File: src/rtl/lbr_pkg.sv
// Shared types, codes and constants of the letterbox bilinear resampler.
package lbr_pkg;

    localparam int SZ_W  = 13;          // sizes up to 4096
    localparam int DIV_W = 32;          // dividend and quotient width
    localparam int DVS_W = SZ_W + 1;    // divisor width, 2*n up to 8192

    localparam int DEF_MAX_SRC_W = 640;
    localparam int DEF_MAX_SRC_H = 480;
    localparam int DEF_MAX_TGT   = 640;

    localparam logic [15:0] PAD_CODE  = 16'd14649;
    localparam logic [15:0] FULL_CODE = 16'd32768;

    typedef enum logic [1:0] {
        REG_SRC_W = 2'd0,
        REG_SRC_H = 2'd1,
        REG_TGT_W = 2'd2,
        REG_TGT_H = 2'd3
    } reg_idx_t;

    typedef enum logic {
        OP_LOAD   = 1'b0,
        OP_SAMPLE = 1'b1
    } op_t;

    typedef enum logic [1:0] {
        REGION_PAD     = 2'd0,
        REGION_IMAGE   = 2'd1,
        REGION_OUTSIDE = 2'd2
    } region_t;

    typedef enum logic [4:0] {
        ST_IDLE,
        ST_SCALE,
        ST_RSZ_W,
        ST_RSZ_W_WAIT,
        ST_RSZ_H,
        ST_RSZ_H_WAIT,
        ST_CLASS,
        ST_LOC,
        ST_FLOOR_WAIT,
        ST_WEIGHT_WAIT,
        ST_RD00,
        ST_RD01,
        ST_RD10,
        ST_RD11,
        ST_MIX,
        ST_MIX_WAIT,
        ST_EMIT
    } state_t;

    typedef struct packed {
        logic              start;
        logic [DIV_W-1:0]  dividend;
        logic [DVS_W-1:0]  divisor;
    } div_req_t;

    typedef struct packed {
        logic              busy;
        logic              done;
        logic [DIV_W-1:0]  quotient;
        logic [DVS_W-1:0]  remainder;
    } div_rsp_t;

    typedef struct packed {
        logic [7:0] blue;
        logic [7:0] green;
        logic [7:0] red;
    } pixel_t;

endpackage

File: src/rtl/lbr_div.sv
// Bit-serial restoring divider, one quotient bit per cycle.
module lbr_div
    import lbr_pkg::*;
(
    input  logic     clk,
    input  logic     rst_n,
    input  div_req_t req,
    output div_rsp_t rsp
);

    localparam int CNT_W = $clog2(DIV_W + 1);

    logic             busy_reg, busy_next;
    logic             done_reg, done_next;
    logic [CNT_W-1:0] cnt_reg, cnt_next;
    logic [DIV_W-1:0] quo_reg, quo_next;    // dividend shifts out, quotient shifts in
    logic [DVS_W-1:0] rem_reg, rem_next;
    logic [DVS_W-1:0] dvs_reg, dvs_next;
    logic [DVS_W:0]   trial;

    always_comb
    begin
        busy_next = busy_reg;
        done_next = 1'b0;
        cnt_next  = cnt_reg;
        quo_next  = quo_reg;
        rem_next  = rem_reg;
        dvs_next  = dvs_reg;
        trial     = {rem_reg, quo_reg[DIV_W-1]};
        if (busy_reg)
        begin
            if (trial >= {1'b0, dvs_reg})
            begin
                rem_next = DVS_W'(trial - {1'b0, dvs_reg});
                quo_next = {quo_reg[DIV_W-2:0], 1'b1};
            end
            else
            begin
                rem_next = trial[DVS_W-1:0];
                quo_next = {quo_reg[DIV_W-2:0], 1'b0};
            end
            cnt_next = cnt_reg - 1'b1;
            if (cnt_reg == CNT_W'(1))
            begin
                busy_next = 1'b0;
                done_next = 1'b1;
            end
        end
        else if (req.start)
        begin
            busy_next = 1'b1;
            cnt_next  = CNT_W'(DIV_W);
            quo_next  = req.dividend;
            rem_next  = '0;
            dvs_next  = req.divisor;
        end
    end

    always_ff @(posedge clk or negedge rst_n)
    begin
        if (!rst_n)
        begin
            busy_reg <= 1'b0;
            done_reg <= 1'b0;
            cnt_reg  <= '0;
        end
        else
        begin
            busy_reg <= busy_next;
            done_reg <= done_next;
            cnt_reg  <= cnt_next;
        end
    end

    always_ff @(posedge clk)
    begin
        quo_reg <= quo_next;
        rem_reg <= rem_next;
        dvs_reg <= dvs_next;
    end

    assign rsp.busy      = busy_reg;
    assign rsp.done      = done_reg;
    assign rsp.quotient  = quo_reg;
    assign rsp.remainder = rem_reg;

endmodule

File: config.mk
export PLATFORM = sky130hd
export DESIGN_NAME = lbr_div
export DESIGN_NICKNAME = d
export VERILOG_FILES = /design/src/rtl/lbr_pkg.sv /design/src/rtl/lbr_div.sv
export SDC_FILE = /design/constraint.sdc
export NUM_CORES = 1
export LEC_CHECK = 0
export ABC_CLOCK_PERIOD_IN_PS = 2400
export BUFFER_PORTS_ARGS = -buffer_cell sky130_fd_sc_hd__buf_2
export CAP_MARGIN = 10
export CORE_ASPECT_RATIO = 1.2
export CORE_MARGIN = 2
export CORE_UTILIZATION = 29
export DETAILED_ROUTE_END_ITERATION = 10
export GPL_ROUTABILITY_DRIVEN = 0
export PLACE_DENSITY = 0.6
export SKIP_LAST_GASP = 1
export SLEW_MARGIN = 40
export SYNTH_ARGS = -nofsm -noshare
export SYNTH_HDL_FRONTEND = slang
export SYNTH_SLANG_ARGS = --single-unit
File: constraint.sdc
create_clock -name clk -period 2.4 [get_ports clk]
set_input_delay 0.48 -clock clk [delete_from_list [all_inputs] [get_ports clk]]
set_output_delay 0.48 -clock clk [all_outputs]
set_load 0.005 [all_outputs]
==> reports/qor.txt <==
finished layout cell area: 4830 µm²
first-pass GRT wire length: 14.8 mm
placed cell area: 4460 µm²
async set-or-reset flop fraction in the synthesized netlist: 11.8%
drt drc: 0
CP cell instances: inv_1 -> ha_1 -> fa_1 -> nor2b_2 -> o221a_2 -> o221ai_1 -> mux2i_1 -> o311ai_0 -> o22ai_1
GRT Total Usage: 14.0%
Seq pwr share: 33.9%
Sw Pwr: 2370 µW
Clock Tree Buf Depth: 2
core area: 12,500 µm²
Initial Util: 29.5%
Nets: 482
Reg2Reg Setup Slack: 0.07 ns
leading area contributor after synthesis: edfxtp_1
Filler Cell Count: 1,267
Syn. warnings: 0
via count: 2,837
Internal: 4370 µW
CTS buffer count: 9
average size of a mapped cell: 12.5 µm²
Worst Tran Pin Value: 0.547 ns
htree depth: 3
sw frac: 35.2%
synth top area cells: edfxtp_1 (49%), mux2_2 (9.5%), dfrtp_1 (5.4%)
clock share of power: 19.6%
DIE HEIGHT: 127 µm
Slew HR: 63.5%
Port Buffers: 96
DRT Wirelength: 9.19 mm
setup violators final: 0
Finished Core Util: 38.6%
# rows: 45
Seq/Total Area, Yosys: 54.4%
post-DR wirelength/cell: 15.7 µm
minimum clock period: 2.33 ns
number of synthesized flops with an enable pin: 60
Syn Inst Count: 295
Area growth syn-to-layout: 31.2%
area share of the largest cell type after synthesis: 48.9%
HP Class: input port to flip-flop
pwr dens: 1400 nW/µm²
IO Pins: 97
Main synth FF type: edfxtp_1
Largest stage delay, worst path: 0.43 ns
worst vdd ir: 0.553 mV
Routed Antenna Nets: 0
largest net degree at the start of global routing: 47
Final Max Tran Viols: 0
Total Die Area: 13,600 µm²
total grt overflow: 0
Worst-path clk slew: 0.06 ns
share of layout cells above drive strength 1: 44.9%
crit end category: flip-flop
Post-Syn Area: 3680 µm²
Data arrival, critical path: 2.39 ns
initial antenna violation count: 0
achievable frequency: 0.429 GHz
Via density: 4.85
Largest register FFs: 32
startpoint types: flip-flop
LEAKAGE: 0.00203 µW
TNS Setup: 0 ns
Fin Clk Skew: 0.00772 ns
commonest non-fill, non-tap cells in the layout: buf_2 (96), edfxtp_1 (60), mux2_2 (31)
root buf cell: clkbuf_16
Max FO, Critical Path: 3
Final Total Pwr: 6750 µW
RSZ-0062 raised after global routing: no
# diodes: 0
number of global-route vias before repair: 2,987
Netlist cell types: 58
Critical path buffers and inverters: 1
Crit Path Category: flip-flop to flip-flop
commonest non-fill, non-tap cell in the layout: buf_2
slowest CP cell: fa_1
Crit path max-delay family: adder cells
combinational power share: 46.5%
status: completed
clk sink count: 68
Yosys reg bits: 68
DRT iter0 DRCs: 99
dpl hpwl: 6.69 mm
worst skew pair latency: 0.33 ns
worst endpoint required time: 2.46 ns
die width: 107 µm
Final Hold Fails: 0
CTS tree: done
Final period util: 97.2%
syn nets: 361
max-cap check violation count: 0
Pre-antenna DRT Iters: 4
-- power groups by stage --
stage	Combinational, µW	Sequential, µW	Clock (µW)
floorplan	1930	2310	0
global placement	3000	2290	0
detailed placement	3050	2310	0
CTS	3080	2300	1350
global route	3470	2370	1390
finish	3140	2290	1320
-- logic make-up after synthesis --
group           Yosys count  share of synthesized area (%)
flops                    68                           54.4
xor+xnor                  7                           1.67
buf+inv                  32                           3.70
compound gates           72                           14.4
fa+ha+maj                17                           5.98
mux                      34                           10.3
simple gates             65                           9.58
-- path summary, 6_finish.rpt --
| path | depth (start not counted) | to | from |
|---|---|---|---|
| max in group asynchronous | 2 | cnt_reg[0]$_DFFE_PN0P_ | rst_n |
| setup / recovery | 9 | rem_reg[10]$_SDFFCE_PN0P_ | quo_reg[31]$_DFFE_PP_ |
| hold reg to reg | 1 | cnt_reg[5]$_DFFE_PN0P_ | cnt_reg[5]$_DFFE_PN0P_ |
| min in group asynchronous | 2 | cnt_reg[3]$_DFFE_PN0P_ | rst_n |
| setup reg to reg | 9 | rem_reg[10]$_SDFFCE_PN0P_ | quo_reg[31]$_DFFE_PP_ |
| hold / removal | 1 | dvs_reg[7]$_DFFE_PP_ | req[7] |
-- routing by layer --
metal	GRT usage, %	part of all wire (%)
met4	4.89	1.5
met1	16.1	40
met2	23.9	50
met3	4.95	8.5
met5	0	0
-- cell usage after synthesis, types with 2 or more instances --
master,instances
a211oi_1,2
a21o_1,5
a21oi_1,15
a21oi_2,3
and2_2,2
buf_1,3
buf_4,2
clkbuf_1,3
dfrtp_1,8
edfxtp_1,60
ha_1,16
inv_1,22
mux2_2,31
mux2i_1,3
nand2_1,14
nand2b_1,2
nand3_1,7
nand4_1,2
nor2_1,11
nor2b_1,6
nor3_1,8
nor3b_1,2
o2111ai_1,2
o21a_1,4
o21ai_0,13
o22ai_1,8
o31ai_1,2
or2_2,2
or3_1,3
xnor2_1,4
xor2_1,3
-- area by class of cell --
| class | instances | area [µm²] | share of cell area, % |
|---|---|---|---|
| well taps | 164 | 205 | 4.25 |
| repair buffers | 120 | 676 | 14.0 |
| flip-flops and latches | 68 | 2000 | 41.4 |
| inverters | 22 | 82.6 | 1.71 |
| clock buffers | 13 | 283 | 5.85 |
| multi-input cells | 195 | 1570 | 32.4 |
| clock inverters | 3 | 16.3 | 0.337 |
-- metrics by stage --
| stage | hold slack, ns | setup slack [ns] | instances |
|---|---|---|---|
| final | 0.325 | 0.0666 | 585 |
| after floorplan | 0.184 | 0.00747 | 295 |
| after CTS | 0.310 | 0.0140 | 580 |
| after global placement | 0.333 | 0.0982 | 563 |
| after detailed placement | 0.335 | 0.0269 | 563 |
| after global routing | 0.320 | 0.000442 | 585 |
-- repair_timing --
item                                    in CTS  in global routing
hold buffers                                 1                  0
hold endpoints to repair                     8                  0
endpoints found under the setup margin       0                 11
gates resized for setup                      0                  6
buffers inserted                             0                  5
-- worst reg2reg max path: stages, from the launching register on --
cell,delay (ns)
edfxtp_1,0.37
inv_1,0.05
ha_1,0.22
fa_1,0.43
nor2b_2,0.18
o221a_2,0.23
o221ai_1,0.19
mux2i_1,0.16
o311ai_0,0.11
o22ai_1,0.12
Note: power is estimated with default switching activity, not from simulation.
